**config.mk**
```make
export PLATFORM = sky130hd
export DESIGN_NAME = tdm_front
export DESIGN_NICKNAME = d
export VERILOG_FILES = /design/src/rtl/core/tdm_pkg.sv /design/src/rtl/core/tdm_front.sv
export SDC_FILE = /design/constraint.sdc
export NUM_CORES = 1
export LEC_CHECK = 0
export ABC_AREA = 1
export BUFFER_PORTS_ARGS = -buffer_cell sky130_fd_sc_hd__buf_2
export CELL_PAD_IN_SITES_DETAIL_PLACEMENT = 0
export CELL_PAD_IN_SITES_GLOBAL_PLACEMENT = 1
export CORE_AREA = 2 2 108 110
export DETAILED_ROUTE_END_ITERATION = 10
export DIE_AREA = 0 0 110 112
export GPL_TIMING_DRIVEN = 0
export PLACE_DENSITY = 0.83
export SLEW_MARGIN = 20
export SYNTH_ARGS = -nofsm -noshare
export SYNTH_HDL_FRONTEND = slang
export SYNTH_SLANG_ARGS = --single-unit
```
**constraint.sdc**
```tcl
create_clock -name clock -period 11.55 [get_ports clock]
set_clock_uncertainty 0.15 [all_clocks]
set_input_delay 1.7325 -clock clock [delete_from_list [all_inputs] [get_ports clock]]
set_output_delay 1.7325 -clock clock [all_outputs]
set_load 0.02 [all_outputs]
```
**src/rtl/core/tdm_pkg.sv**
```systemverilog
// shared types, constants and elaboration-time constant builders
// no dependencies
package tdm_pkg;

   localparam int ANGLE_ITERATIONS = 24;
   localparam int DIV_W            = 64;
   localparam int DIV_STAGES       = DIV_W;
   localparam int QUEUE_DEPTH      = 4;
   localparam int QUEUE_AW         = $clog2(QUEUE_DEPTH);
   localparam int CORDIC_W         = 34;
   localparam int ANGLE_W          = 62;
   localparam int ACC_W            = 48;
   localparam int A_W              = 40;

   localparam logic signed [CORDIC_W-1:0] CORDIC_GAIN = CORDIC_W'(652032874);
   localparam logic signed [34:0] TC_OFFSET = 35'sd4582696550;
   localparam logic [22:0] LAT_LIMIT = 23'd5898240;
   localparam logic [22:0] ELEV_LOW  = 23'd65536;
   localparam logic [22:0] ELEV_HIGH = 23'd5898240;
   localparam logic [63:0] ONE_Q40   = 64'd1 << 40;

   typedef struct packed {
      logic [22:0]        lat_mag;
      logic signed [24:0] height_mm;
      logic [16:0]        temperature;
      logic [22:0]        elevation;
   } tdm_item_type;

   typedef struct packed {
      logic full;
      logic empty;
   } tdm_qstat_type;

   // unsigned 64-bit long division, only evaluated while building constants
   function automatic logic [63:0] const_div(logic [63:0] n, logic [63:0] d);
      logic [64:0] r;
      logic [63:0] q;
      r = '0;
      q = '0;
      for (int b = 63; b >= 0; b--) begin
         r = {r[63:0], n[b]};
         if (r >= {1'b0, d}) begin
            r = r - {1'b0, d};
            q[b] = 1'b1;
         end
      end
      return q;
   endfunction

   // pi/4 in q62 from truncated machin series
   function automatic logic [63:0] quarter_pi_q62();
      logic [63:0] term;
      logic [63:0] sum5;
      logic [63:0] sum239;
      logic [63:0] odd;
      sum5 = '0;
      term = const_div(64'd1 << 62, 64'd5);
      for (int k = 0; k < 64; k++) begin
         if (term != 0) begin
            odd = 64'(2 * k + 1);
            if (k[0]) sum5 = sum5 - const_div(term, odd);
            else sum5 = sum5 + const_div(term, odd);
            term = const_div(term, 64'd25);
         end
      end
      sum239 = '0;
      term = const_div(64'd1 << 62, 64'd239);
      for (int k = 0; k < 64; k++) begin
         if (term != 0) begin
            odd = 64'(2 * k + 1);
            if (k[0]) sum239 = sum239 - const_div(term, odd);
            else sum239 = sum239 + const_div(term, odd);
            term = const_div(term, 64'd57121);
         end
      end
      return 64'd4 * sum5 - sum239;
   endfunction

   // atan(2^-i) in q58
   function automatic logic [ANGLE_W-1:0] atan_q58(int i);
      logic [63:0] term;
      logic [63:0] sum;
      logic [63:0] odd;
      if (i == 0) return ANGLE_W'(quarter_pi_q62() >> 4);
      sum = '0;
      term = 64'd1 << (62 - i);
      for (int k = 0; k < 64; k++) begin
         if (term != 0) begin
            odd = 64'(2 * k + 1);
            if (k[0]) sum = sum - const_div(term, odd);
            else sum = sum + const_div(term, odd);
            term = term >> (2 * i);
         end
      end
      return ANGLE_W'(sum >> 4);
   endfunction

   // decimal mantissa * 10^-e rounded to f fraction bits
   function automatic logic signed [63:0] dec_fix(int m, int e, int f);
      logic [63:0] mag;
      logic [63:0] p5;
      logic [63:0] r;
      mag = (m < 0) ? 64'(-m) : 64'(m);
      p5 = 64'd1;
      for (int j = 0; j < e; j++) p5 = p5 * 64'd5;
      r = const_div((mag << (f - e)) + (p5 >> 1), p5);
      return (m < 0) ? -$signed(r) : $signed(r);
   endfunction

   localparam logic [63:0] QPI      = quarter_pi_q62();
   localparam logic [63:0] D2R_FULL = const_div(64'd4 * QPI, 64'd180) >> 20;
   localparam logic [36:0] D2R      = D2R_FULL[36:0];

   localparam logic signed [ACC_W-1:0] COEF_BASE [3] = '{
      ACC_W'(dec_fix(121008, 8, 40)), ACC_W'(dec_fix(304965, 8, 40)),
      ACC_W'(dec_fix(68777, 6, 40))};
   localparam logic signed [25:0] COEF_TEMP [3] = '{
      26'(dec_fix(17295, 10, 40)), 26'(dec_fix(2346, 9, 40)),
      26'(dec_fix(1972, 8, 40))};
   localparam logic signed [33:0] COEF_COSLAT [3] = '{
      34'(dec_fix(3191, 8, 40)), 34'(dec_fix(-1035, 7, 40)),
      34'(dec_fix(-3458, 6, 40))};
   localparam logic signed [32:0] COEF_HEIGHT [3] = '{
      33'(dec_fix(-18478, 15, 56)), 33'(dec_fix(-1856, 14, 56)),
      33'(dec_fix(106, 12, 56))};

endpackage

```
**src/rtl/core/tdm_front.sv**
```systemverilog
// front stage: takes a word, clamps the angles, hands it to the queue
// depends on tdm_pkg
module tdm_front (
   input  logic                  clock,
   input  logic                  reset,
   input  logic                  req_valid,
   output logic                  req_stall,
   input  logic signed [23:0]    req_latitude,
   input  logic signed [24:0]    req_height_mm,
   input  logic [16:0]           req_temperature,
   input  logic [22:0]           req_elevation,
   input  tdm_pkg::tdm_qstat_type qstat,
   output logic                  push,
   output tdm_pkg::tdm_item_type item
);
   import tdm_pkg::*;

   logic         hold_valid_ff, hold_valid_in;
   tdm_item_type hold_ff, hold_in;
   logic [23:0]  lat_abs;
   logic         load;

   assign push      = hold_valid_ff && !qstat.full;
   assign req_stall = hold_valid_ff && qstat.full;
   assign load      = req_valid && !req_stall;
   assign item      = hold_ff;

   always_comb begin
      lat_abs = req_latitude[23] ? 24'(-req_latitude) : req_latitude;
      hold_in.lat_mag = (lat_abs > {1'b0, LAT_LIMIT}) ? LAT_LIMIT : lat_abs[22:0];
      hold_in.height_mm = req_height_mm;
      hold_in.temperature = req_temperature;
      if (req_elevation < ELEV_LOW) hold_in.elevation = ELEV_LOW;
      else if (req_elevation > ELEV_HIGH) hold_in.elevation = ELEV_HIGH;
      else hold_in.elevation = req_elevation;
      hold_valid_in = load || (hold_valid_ff && !push);
   end

   always_ff @(posedge clock) begin
      if (reset) hold_valid_ff <= 1'b0;
      else hold_valid_ff <= hold_valid_in;
      if (load) hold_ff <= hold_in;
   end
endmodule

```
==> results by group <==
Setup path
  – Most frequent CP cell: buf_2
  – Critical Path Sink: req_stall
  – Critical path type: input port to output port
  – Max incr delay on CP: 0.18 ns
  – CP max-delay cell: buf_2
  – Worst path cell trace: buf_2 > nand2_1 > inv_1 > buf_2
  – FF-to-FF Start: hold_valid_ff
  – R2r worst-path depth: 6
  – Crit path buf inv count: 3
  – CP top delay family: buffers and inverters
  – Crit Path Max Fanout: 2
  – Worst setup startpoint: qstat[1]
  – WP data arrival: 2.17 ns
  – Reg-to-reg endpoint: item[2]
  – Worst EP required: 9.67 ns
  – R2R setup slack: 9.58 ns
  – Crit. End Element: output port
  – Setup crit start kind: input port
  – Critical Path Stages: 4

Global routing
  – GR Layer Usage met3: 0.0416
  – Met2 usage: 0.291
  – Total gr overflow: 0
  – Met1 GRT Util: 0.183
  – Vias in the first global route: 3068
  – Antenna violations before repair: 1
  – Largest net degree at the start of global routing: 28
  – GR peak layer: met2
  – First-pass GRT wire length: 15100 µm
  – Total GRT Usage: 0.163

Power and ir drop
  – Clk pwr share: 0.352
  – Pleak: 2.60 nW
  – Total power: 0.796 mW
  – PwrDens: 143 nW/µm²
  – Register share of total power: 0.487
  – Switching power: 0.200 mW
  – Gate power share: 0.161
  – Worst VDD drop: 0.0951 mV
  – Switching share of power: 0.251
  – P_int: 0.596 mW

STA
  – Worst-Margin Slew: 0.511 ns
  – Setup TNS: 0 ns
  – Relative slew slack: 0.658
  – Min cycle time layout: 4.05 ns
  – Final hold vios: 0
  – Max Slew Vio Count: 0
  – Period utilization: 0.351
  – Count of final setup violators: 0
  – RSZ-0062 raised after global routing: no
  – F_max: 247 MHz

Run status
  – Outcome: completed

Floorplanning
  – Initial core utilization: 0.369
  – Top-Level Pins: 184
  – Die W: 110 µm
  – Row count: 39
  – Die ar.: 12300 µm²
  – Placeable Area: 11200 µm²
  – Die height: 112 µm

Detailed routing
  – Routed vias: 3320
  – Drc violations: 0
  – First-pass iteration count of the detailed router: 4
  – DRT iter0 DRCs: 228
  – Avg WL per Cell: 13.8 µm
  – Vias per cell: 4.50
  – Antenna Violating Nets Remaining: 0
  – WL final: 10200 µm

Synth
  – Top cell type by total area after synthesis: edfxtp_1
  – Synthesized net count: 487
  – Top cells by area, synth: edfxtp_1 64%, nand2_1 6.9%, inv_1 5.9%, nor2_1 4.7%, a21oi_2 4.0%
  – Yosys warns: 0
  – Top FF cell, synth: edfxtp_1
  – Yosys top cell area share: 0.640
  – Synth cell count leaders: 88 x edfxtp_1, 76 x nand2_1, 65 x inv_1
  – Synth Instances: 392
  – Synth cell types: 33
  – Ys async rst share: 0
  – Post-synth EDFFs: 88
  – Number of synthesized register bits: 89
  – Mean Syn Cell Area: 10.5 µm²
  – Netlist Area Pre-Place: 4130 µm²
  – Count leader, synth: edfxtp_1
  – Sequential area share after synthesis: 0.645

Placement
  – DP HPWL: 8480 µm
  – Port Buffers: 182
  – GP Congestion: 0.872

Final layout
  – Ratio of cells with drive above 1 in the final layout: 0.422
  – Final layout net count: 683
  – Area growth, synth to finish: 35.3%

Clocking
  – Postcts setup bufs: 0
  – Clock buffer depth: 2
  – Latest clock arrival within the worst-skew pair: 0.33 ns
  – H-tree levels: 3
  – Reg clk slew, reported paths: 0.06 ns
  – Gates resized, CTS repair: 0
  – Clock sinks: 89
  – Root Buffer: clkbuf_16
  – Number of hold buffers added after cts: 0
  – Inserted Clock Buffers: 9
  – CTS tree: done

Flow run
  – Max_cap viols: 0

Worst hold path
  – Worst Hold Class: flop to flop
[layer usage]
layer	vias up	wire length, µm
li1	1678	-
met1	1497	4120
met2	135	5110
met3	10	837
met4	0	140
met5	-	0
[power groups by stage]
stage               logic [mW]  registers (mW)  clock network, mW
floorplan               0.0454           0.426                  0
global placement         0.124           0.397                  0
detailed placement       0.129           0.395                  0
CTS                      0.130           0.388              0.289
global route             0.141           0.390              0.300
finish                   0.128           0.388              0.280
[worst reg2reg max path: stages, from the launching register on]
cell and delay [ns]:
dfxtp_1 0.31, nand2_1 0.07, inv_1 0.07, nor2_4 0.41, buf_12 0.26, buf_12 0.22
buf_16 0.19
[cell type report]
| class | instances | area [µm²] |
|---|---|---|
| tap | 143 | 179 |
| antenna | 1 | 2.50 |
| inverter | 68 | 255 |
| sequential | 89 | 2660 |
| clock buffer | 12 | 236 |
| multi-input combinational | 226 | 1150 |
| clock inverter | 4 | 52.6 |
| timing repair buffer | 185 | 978 |
| fill | 1021 | 5590 |
| buffer | 9 | 63.8 |
[through the flow]
stage               cell area, µm²  hold WS [ns]  setup slack, ns   util  cells
CTS                           5580         0.332             7.50  0.500    736
detailed placement            5290         0.323             7.44  0.474    720
global placement              5220         0.311             3.98  0.467    717
floorplan                     4130         0.298             5.26      -    392
global route                  5580         0.368             7.45  0.500    736
finish                        5590         0.331             7.50  0.500    737
[flip-flops by register name, summed over array words and instances (netlist names)]
name           count
item              88
hold_valid_ff      1
[placed cells by master, fill, tap and decap left out, types with 2 or more instances in the layout]
| cell type | count |
|---|---|
| a21oi_1 | 3 |
| a21oi_2 | 19 |
| buf_12 | 2 |
| buf_2 | 185 |
| buf_6 | 3 |
| clkbuf_1 | 5 |
| clkbuf_16 | 9 |
| edfxtp_1 | 88 |
| inv_1 | 65 |
| inv_2 | 3 |
| nand2_1 | 76 |
| nand2_2 | 7 |
| nand3_1 | 24 |
| nand3_2 | 2 |
| nand4_1 | 7 |
| nor2_1 | 51 |
| nor2_2 | 5 |
| nor2_4 | 3 |
| nor3_1 | 2 |
| o21ai_0 | 4 |
| o21ai_1 | 5 |
| or2_2 | 3 |
| xor2_1 | 5 |
[worst min-delay path by stage]
stage                       start             to  cells past startpoint
floorplan           hold_valid_ff  hold_valid_ff                      2
global placement    hold_valid_ff  hold_valid_ff                      2
detailed placement  hold_valid_ff  hold_valid_ff                      2
CTS                 hold_valid_ff  hold_valid_ff                      2
global route        hold_valid_ff  hold_valid_ff                      2
finish              hold_valid_ff  hold_valid_ff                      2
[logic make-up after synthesis]
group,count (synthesis),share of synthesized area
AND/OR/NAND/NOR,185,0.202
flip-flops,89,0.645
buffers and inverters,77,0.0773
AO/OA/AOI/OAI,34,0.0606
XOR/XNOR,6,0.0127
adder cells (fa/ha/maj),1,0.00303
Note: power is estimated with default switching activity, not from simulation.
