[config.mk]
export PLATFORM = sky130hd
export DESIGN_NAME = tdm_queue
export DESIGN_NICKNAME = d
export VERILOG_FILES = /design/src/rtl/core/tdm_pkg.sv /design/src/rtl/core/tdm_queue.sv
export SDC_FILE = /design/constraint.sdc
export NUM_CORES = 1
export LEC_CHECK = 0
export BUFFER_PORTS_ARGS = -buffer_cell sky130_fd_sc_hd__buf_4
export CELL_PAD_IN_SITES_DETAIL_PLACEMENT = 0
export CELL_PAD_IN_SITES_GLOBAL_PLACEMENT = 1
export CORE_ASPECT_RATIO = 0.8
export CORE_MARGIN = 4
export CORE_UTILIZATION = 25
export CTS_CLUSTER_DIAMETER = 40
export DETAILED_ROUTE_END_ITERATION = 10
export PLACE_DENSITY_LB_ADDON = 0.1
export SLEW_MARGIN = 20
export SYNTH_ARGS = -nofsm -noshare
export SYNTH_HDL_FRONTEND = slang
export SYNTH_SLANG_ARGS = --single-unit
[constraint.sdc]
create_clock -name clock -period 5.6 [get_ports clock]
set_input_delay 0.28 -clock clock [delete_from_list [all_inputs] [get_ports clock]]
set_output_delay 0.28 -clock clock [all_outputs]
set_load 0.005 [all_outputs]
[src/rtl/core/tdm_pkg.sv]
// shared types, constants and elaboration-time constant builders
// no dependencies
package tdm_pkg;

   localparam int ANGLE_ITERATIONS = 24;
   localparam int DIV_W            = 64;
   localparam int DIV_STAGES       = DIV_W;
   localparam int QUEUE_DEPTH      = 4;
   localparam int QUEUE_AW         = $clog2(QUEUE_DEPTH);
   localparam int CORDIC_W         = 34;
   localparam int ANGLE_W          = 62;
   localparam int ACC_W            = 48;
   localparam int A_W              = 40;

   localparam logic signed [CORDIC_W-1:0] CORDIC_GAIN = CORDIC_W'(652032874);
   localparam logic signed [34:0] TC_OFFSET = 35'sd4582696550;
   localparam logic [22:0] LAT_LIMIT = 23'd5898240;
   localparam logic [22:0] ELEV_LOW  = 23'd65536;
   localparam logic [22:0] ELEV_HIGH = 23'd5898240;
   localparam logic [63:0] ONE_Q40   = 64'd1 << 40;

   typedef struct packed {
      logic [22:0]        lat_mag;
      logic signed [24:0] height_mm;
      logic [16:0]        temperature;
      logic [22:0]        elevation;
   } tdm_item_type;

   typedef struct packed {
      logic full;
      logic empty;
   } tdm_qstat_type;

   // unsigned 64-bit long division, only evaluated while building constants
   function automatic logic [63:0] const_div(logic [63:0] n, logic [63:0] d);
      logic [64:0] r;
      logic [63:0] q;
      r = '0;
      q = '0;
      for (int b = 63; b >= 0; b--) begin
         r = {r[63:0], n[b]};
         if (r >= {1'b0, d}) begin
            r = r - {1'b0, d};
            q[b] = 1'b1;
         end
      end
      return q;
   endfunction

   // pi/4 in q62 from truncated machin series
   function automatic logic [63:0] quarter_pi_q62();
      logic [63:0] term;
      logic [63:0] sum5;
      logic [63:0] sum239;
      logic [63:0] odd;
      sum5 = '0;
      term = const_div(64'd1 << 62, 64'd5);
      for (int k = 0; k < 64; k++) begin
         if (term != 0) begin
            odd = 64'(2 * k + 1);
            if (k[0]) sum5 = sum5 - const_div(term, odd);
            else sum5 = sum5 + const_div(term, odd);
            term = const_div(term, 64'd25);
         end
      end
      sum239 = '0;
      term = const_div(64'd1 << 62, 64'd239);
      for (int k = 0; k < 64; k++) begin
         if (term != 0) begin
            odd = 64'(2 * k + 1);
            if (k[0]) sum239 = sum239 - const_div(term, odd);
            else sum239 = sum239 + const_div(term, odd);
            term = const_div(term, 64'd57121);
         end
      end
      return 64'd4 * sum5 - sum239;
   endfunction

   // atan(2^-i) in q58
   function automatic logic [ANGLE_W-1:0] atan_q58(int i);
      logic [63:0] term;
      logic [63:0] sum;
      logic [63:0] odd;
      if (i == 0) return ANGLE_W'(quarter_pi_q62() >> 4);
      sum = '0;
      term = 64'd1 << (62 - i);
      for (int k = 0; k < 64; k++) begin
         if (term != 0) begin
            odd = 64'(2 * k + 1);
            if (k[0]) sum = sum - const_div(term, odd);
            else sum = sum + const_div(term, odd);
            term = term >> (2 * i);
         end
      end
      return ANGLE_W'(sum >> 4);
   endfunction

   // decimal mantissa * 10^-e rounded to f fraction bits
   function automatic logic signed [63:0] dec_fix(int m, int e, int f);
      logic [63:0] mag;
      logic [63:0] p5;
      logic [63:0] r;
      mag = (m < 0) ? 64'(-m) : 64'(m);
      p5 = 64'd1;
      for (int j = 0; j < e; j++) p5 = p5 * 64'd5;
      r = const_div((mag << (f - e)) + (p5 >> 1), p5);
      return (m < 0) ? -$signed(r) : $signed(r);
   endfunction

   localparam logic [63:0] QPI      = quarter_pi_q62();
   localparam logic [63:0] D2R_FULL = const_div(64'd4 * QPI, 64'd180) >> 20;
   localparam logic [36:0] D2R      = D2R_FULL[36:0];

   localparam logic signed [ACC_W-1:0] COEF_BASE [3] = '{
      ACC_W'(dec_fix(121008, 8, 40)), ACC_W'(dec_fix(304965, 8, 40)),
      ACC_W'(dec_fix(68777, 6, 40))};
   localparam logic signed [25:0] COEF_TEMP [3] = '{
      26'(dec_fix(17295, 10, 40)), 26'(dec_fix(2346, 9, 40)),
      26'(dec_fix(1972, 8, 40))};
   localparam logic signed [33:0] COEF_COSLAT [3] = '{
      34'(dec_fix(3191, 8, 40)), 34'(dec_fix(-1035, 7, 40)),
      34'(dec_fix(-3458, 6, 40))};
   localparam logic signed [32:0] COEF_HEIGHT [3] = '{
      33'(dec_fix(-18478, 15, 56)), 33'(dec_fix(-1856, 14, 56)),
      33'(dec_fix(106, 12, 56))};

endpackage

[src/rtl/core/tdm_queue.sv]
// short fifo between the front stage and the pipeline
// depends on tdm_pkg
module tdm_queue (
   input  logic                   clock,
   input  logic                   reset,
   input  logic                   push,
   input  tdm_pkg::tdm_item_type  wr_item,
   input  logic                   pop,
   output tdm_pkg::tdm_item_type  head,
   output tdm_pkg::tdm_qstat_type qstat
);
   import tdm_pkg::*;

   tdm_item_type        mem_ff [QUEUE_DEPTH];
   logic [QUEUE_AW-1:0] wr_ff, wr_in, rd_ff, rd_in;
   logic [QUEUE_AW:0]   count_ff, count_in;

   assign head        = mem_ff[rd_ff];
   assign qstat.full  = (count_ff == (QUEUE_AW+1)'(QUEUE_DEPTH));
   assign qstat.empty = (count_ff == '0);

   always_comb begin
      wr_in = push ? wr_ff + 1'b1 : wr_ff;
      rd_in = pop ? rd_ff + 1'b1 : rd_ff;
      count_in = count_ff + (QUEUE_AW+1)'(push) - (QUEUE_AW+1)'(pop);
   end

   always_ff @(posedge clock) begin
      if (reset) begin
         wr_ff <= '0;
         rd_ff <= '0;
         count_ff <= '0;
      end else begin
         wr_ff <= wr_in;
         rd_ff <= rd_in;
         count_ff <= count_in;
      end
      if (push) mem_ff[wr_ff] <= wr_item;
   end
endmodule

==> flow_metrics.tcl, run 1 <==
set metrics [dict create \
    run_status "complete, no violations" \
    synth_mux_area_share_pct 15.2 \
    grt.total_usage_pct 10.6 \
    grt_pass1_wl_um 44800 \
    drtPass1Iterations 4 \
    path_class "reg -> out" \
    skew_ns 0.0138 \
    rsz0062_at_grt "no" \
    drt-wirelength-per-cell_um 19.2 \
    drtAntennaViolNets 0 \
    maxSlewHeadroom_pct 39.1 \
    setup.worst_path.end_class "primary output" \
    mostFrequentLayoutCell "edfxtp_1" \
    root_buffer "clkbuf_16" \
    postSynthAreaPerCell_um2 26.2 \
    wirelength_um 29600 \
    synth_warnings 0 \
    fp.dieW_um 264 \
    worst-slew-pin-transition_ns 0.914 \
    finalCritPeriodShare_pct 55.0 \
    area_delta_synth_final_pct 37.5 \
    largest_family_of_logic_cells_by_synthesized_area "multiplexers" \
    post-route-util_pct 35.1 \
    ir_drop_mv 0.211 \
    floorplan.initialDensity_pct 25.5 \
    core_area_um2 51500 \
    vias 6309 \
    worst-endpoint-arrival_ns 2.80 \
    sequential_cell_area_um2 10800 \
    hold_class "in -> reg" \
    vias_in_the_first_global_route 7249 \
    synth-compound-area-share_pct 0.114 \
    postSynthRegisterBits 361 \
    design.die.area_um2 56300 \
    rows 74 \
    seq_area_frac_synth_pct 81.9 \
    hpwlAfterDp_um 17100 \
    cts.repair_timing.setup_buffer_count 0 \
    clkSlewWorstSetupHoldPaths_ns 0.05 \
    htree_levels 2 \
    post_cts_resized 0 \
    post_synthesis_cell_count 502 \
    setup-tns-final_ns 0 \
    total_count_of_max_transition_violations_in_the_final_report 0 \
    critPathRequiredTime_ns 5.32 \
    layout.cells.most_common_list "352 x edfxtp_1, 186 x buf_4, 90 x dlygate4sd3_1" \
    path_max_fanout 49 \
    multi_input_comb_area_um2 2230 \
    port_buffers 181 \
    period_needed_ns 3.08 \
    clk_path_buf_depth 3 \
    xor_and_xnor_area_share_after_synthesis_pct 0.314 \
    cts_made_buffers 54 \
    layout-drive-gt1-share_pct 43.8 \
    numClockSinks 361 \
    synth_fp_nets 601 \
    grt_start_max_net_pins 51 \
    setup_viol_count_final 0 \
    synth-edff-count 352 \
    die-height_um 213 \
    grt.overflow.total 0 \
    clk_latency_ns 0.57 \
    number_of_inserted_filler_cells_in_the_final_layout 4860 \
    tritoncts "done" \
    drt-vias-per-instance 4.08 \
    synthArstFlopShare_pct 0 \
    top_ports 182 \
    synthFlopType "edfxtp_1" \
    final_net_count 914 \
    power-per-cell-area_nw_per_um2 398 \
    grt_antenna_before_repair 4 \
    gp_routability_congestion 0.663 \
    detailedRoute.firstIterationViolations 227 \
    netlist_area_um2 13100 \
    adder_and_majority_gate_portion_of_the_synthesized_area_pct 0.724 \
    hold_viol_final 0 \
    post_synth_and_or_nand_nor_area_fraction_pct 0.572 \
    drc 0 \
    yosys.cell_types.count 22 \
    timing.max_cap.violations 0 \
    crit_path_start_kind "flip-flop" \
    p_leak_nw 6.10 \
    clock.fmax_ghz 0.324 \
]
-- flip-flops by register name, indices dropped and copies added, names as in the netlist, named ones only --
signal	count
wr_ff	2
count_ff	3
rd_ff	2
mem_ff	352
-- Yosys cell counts, drive strengths merged, types with 2 or more instances --
cell type	instances	area (um2)
nor2b	2	12.5
clkbuf	6	22.5
buf	14	116
mux4	88	1980
nor2	5	18.8
xnor2	2	17.5
ha	6	75.1
dfxtp	9	180
inv	6	22.5
and2	4	25.0
edfxtp	352	10600
-- metrics by stage --
| stage | instance area, um2 | total power [mW] | hold slack [ns] | cells | worst slack [ns] |
|---|---|---|---|---|---|
| floorplan | 13100 | 3.50 | 0.352 | 502 | 2.56 |
| global placement | 15300 | 3.82 | 0.478 | 1353 | 2.96 |
| detailed placement | 15300 | 3.83 | 0.484 | 1353 | 2.96 |
| CTS | 18000 | 7.33 | 0.00488 | 1544 | 2.33 |
| global route | 18000 | 7.51 | 0.0464 | 1545 | 2.20 |
| finish | 18100 | 7.19 | 0.0638 | 1546 | 2.52 |
-- worst max-delay path: stages (launching register included) --
cell and delay (ns):
dfxtp_4 0.95, buf_12 0.42, mux4_2 0.61, buf_4 0.16
-- power by group --
group | switching [mW] | internal, mW
registers | 0.0594 | 3.11
clock network | 1.23 | 2.15
logic | 0.271 | 0.364
-- final timing paths --
path                   from  depth (start not counted)  slack (ns)       endpoint
setup reg to reg   wr_ff[0]                          4        3.20  mem_ff[2][24]
hold / removal         push                          3        0.06       wr_ff[0]
setup / recovery  flip-flop                          3        2.52       head[63]
hold reg to reg    rd_ff[1]                          2        0.53      flip-flop
-- layout make-up --
class	instances	area share [%]
Inverter	6	0.125
Antenna cell	2	0.0277
Sequential cell	361	59.6
Multi-Input combinational cell	115	12.3
Tap cell	684	4.74
Clock buffer	59	7.76
Timing Repair Buffer	277	12.8
Clock inverter	42	2.56
-- per-layer routing --
layer	track usage (%)	vias up	share of wire (%)
met5	0	-	0.071
met4	3.57	4	2.3
met3	3.16	52	6.2
met2	17.5	156	48
met1	13.4	3296	43
li1	-	2801	-
-- repair_timing --
item,4_1_cts,5_1_grt
endpoints found under the setup margin,0,0
endpoints found under the hold margin,361,0
hold buffers,90,0
-- logic make-up (layout without fill, tap and decap cells) --
group                      count (synthesis)  after routing
DFF                                      361            361
muxes                                     89             89
buffers and inverters                     26            384
and+or+nand+nor                           14             14
adders and majority gates                  7              7
xor gates and xnor gates                   3              3
AOI/OAI and AO/OA                          2              2
other                                      0              2
No activity file was read; power rests on OpenSTA's default activity.
==> inputs of run 2 (changes only) <==
Clock period 5.6 ns to 3 ns, I/O delays scaled along.
==> flow_metrics.tcl, run 2 (synthesis results as in run 1) <==
set metrics [dict create \
    hold_viol_final 0 \
    regMostFlops "mem_ff" \
    tritoncts "done" \
    post_cts_resized 0 \
    drt-wirelength-per-cell_um 18.8 \
    holdBufCountCts 92 \
    top_ports 182 \
    p_leak_nw 6.19 \
    period_needed_ns 2.39 \
    maxSlewHeadroom_pct 57.4 \
    drt-vias-per-instance 4.09 \
    hpwlAfterDp_um 17000 \
    grt_start_max_net_pins 55 \
    port_buffers 181 \
    hold-path-cell-count 2 \
    root_buffer "clkbuf_16" \
    layout-drive-gt1-share_pct 44.6 \
    stdcell_count 1558 \
    skew_ns 0.0185 \
    numClockSinks 361 \
    placedInstanceArea_um2 15400 \
    cts_made_buffers 56 \
    drtPass1Iterations 4 \
    r2r_slack_ns 1.21 \
    drtAntennaViolNets 0 \
    clock.fmax_ghz 0.418 \
    worst_r2r_path_depth 3 \
    grt.overflow.total 0 \
    mostFrequentLayoutCell "edfxtp_1" \
    sequential_cell_area_um2 10800 \
    fp.dieW_um 264 \
    timing.max_cap.violations 0 \
    worst_hold_slack_ns 0.307 \
    run_status "complete, no violations" \
    worst_hold_startpoint "wr_item[28]" \
    design.die.area_um2 56300 \
    path_max_fanout 45 \
    clk_path_buf_depth 3 \
    power_mw 13.6 \
    critPathRequiredTime_ns 2.85 \
    hold_class "in -> reg" \
    multi_input_comb_area_um2 2230 \
    setup_viol_count_final 0 \
    area_delta_synth_final_pct 39.3 \
    cts.repair_timing.setup_buffer_count 0 \
    reg.largest.list "mem_ff x352, count_ff x3" \
    gp_routability_congestion 0.667 \
    setup.worst_path.end_class "primary output" \
    wirelength_um 29300 \
    hold_end "mem_ff[1][28]" \
    clk_latency_ns 0.58 \
    setup-tns-final_ns 0 \
    number_of_inserted_filler_cells_in_the_final_layout 4841 \
    power-per-cell-area_nw_per_um2 744 \
    worstReg2RegEnd "mem_ff[1][39]" \
    dp_worst_setup_slack_ns 1.11 \
    largest_register_ffs 352 \
    ir_drop_mv 0.491 \
    total_count_of_max_transition_violations_in_the_final_report 0 \
    drc 0 \
    post-route-util_pct 35.5 \
    final_std_cell_area_no_fill_um2 18300 \
    reg_to_reg_critical_path_startpoint "wr_ff[0]" \
    rows 74 \
    grt_pass1_wl_um 43900 \
    final_net_count 925 \
    worst-slew-pin-transition_ns 0.638 \
    grt_antenna_before_repair 3 \
    worst-endpoint-arrival_ns 2.24 \
    grt.total_usage_pct 10.3 \
    htree_levels 2 \
    rsz0062_at_grt "no" \
    detailedRoute.firstIterationViolations 239 \
    vias 6378 \
    die-height_um 213 \
    vias_in_the_first_global_route 7223 \
    dp.cells 1360 \
    finalCritPeriodShare_pct 79.7 \
    floorplan.initialDensity_pct 25.5 \
    final.setup.worst_slack_ns 0.608 \
    core_area_um2 51500 \
    path_class "reg -> out" \
    clkSlewWorstSetupHoldPaths_ns 0.06 \
    layout.cells.most_common_list "352 x edfxtp_1, 185 x buf_4, 92 x dlygate4sd3_1" \
    crit_path_start_kind "flip-flop" \
]
[run 2: worst max-delay path, cell delays in order, from the launching register on]
cell and delay, ns:
dfxtp_4 0.47, buf_12 0.37, mux4_2 0.60, buf_4 0.16
[run 2: worst max path at each step]
stage | end | slack, ns | cells after the start
floorplan | mem_ff[2][0] | 0.93 | 3
global placement | mem_ff[1][7] | 1.13 | 3
detailed placement | mem_ff[1][7] | 1.11 | 3
CTS | head[84] | 0.50 | 3
global route | head[84] | 0.46 | 3
finish | head[84] | 0.61 | 3
[run 2: cell type report]
cell class,count,area share [%]
diodes,1,0.0137
clock buffers,60,7.80
clock inverters,45,2.77
inverters,6,0.123
multi-input cells,115,12.2
flip-flops and latches,361,58.8
well taps,684,4.68
repair buffers,286,13.6
[run 2: per-layer routing]
layer,share of wire [%],vias up,GRT usage [%]
met1,41,3321,12.4
met4,2.3,4,3.50
li1,-,2835,-
met2,50,159,17.4
met3,6.8,59,3.64
met5,0.089,-,0
[run 2: power by group]
part           switching [mW]  internal (mW)  leakage, nW
registers              0.0617           5.80         3.31
clock network            2.39           4.11        0.903
logic                   0.553          0.707         1.97
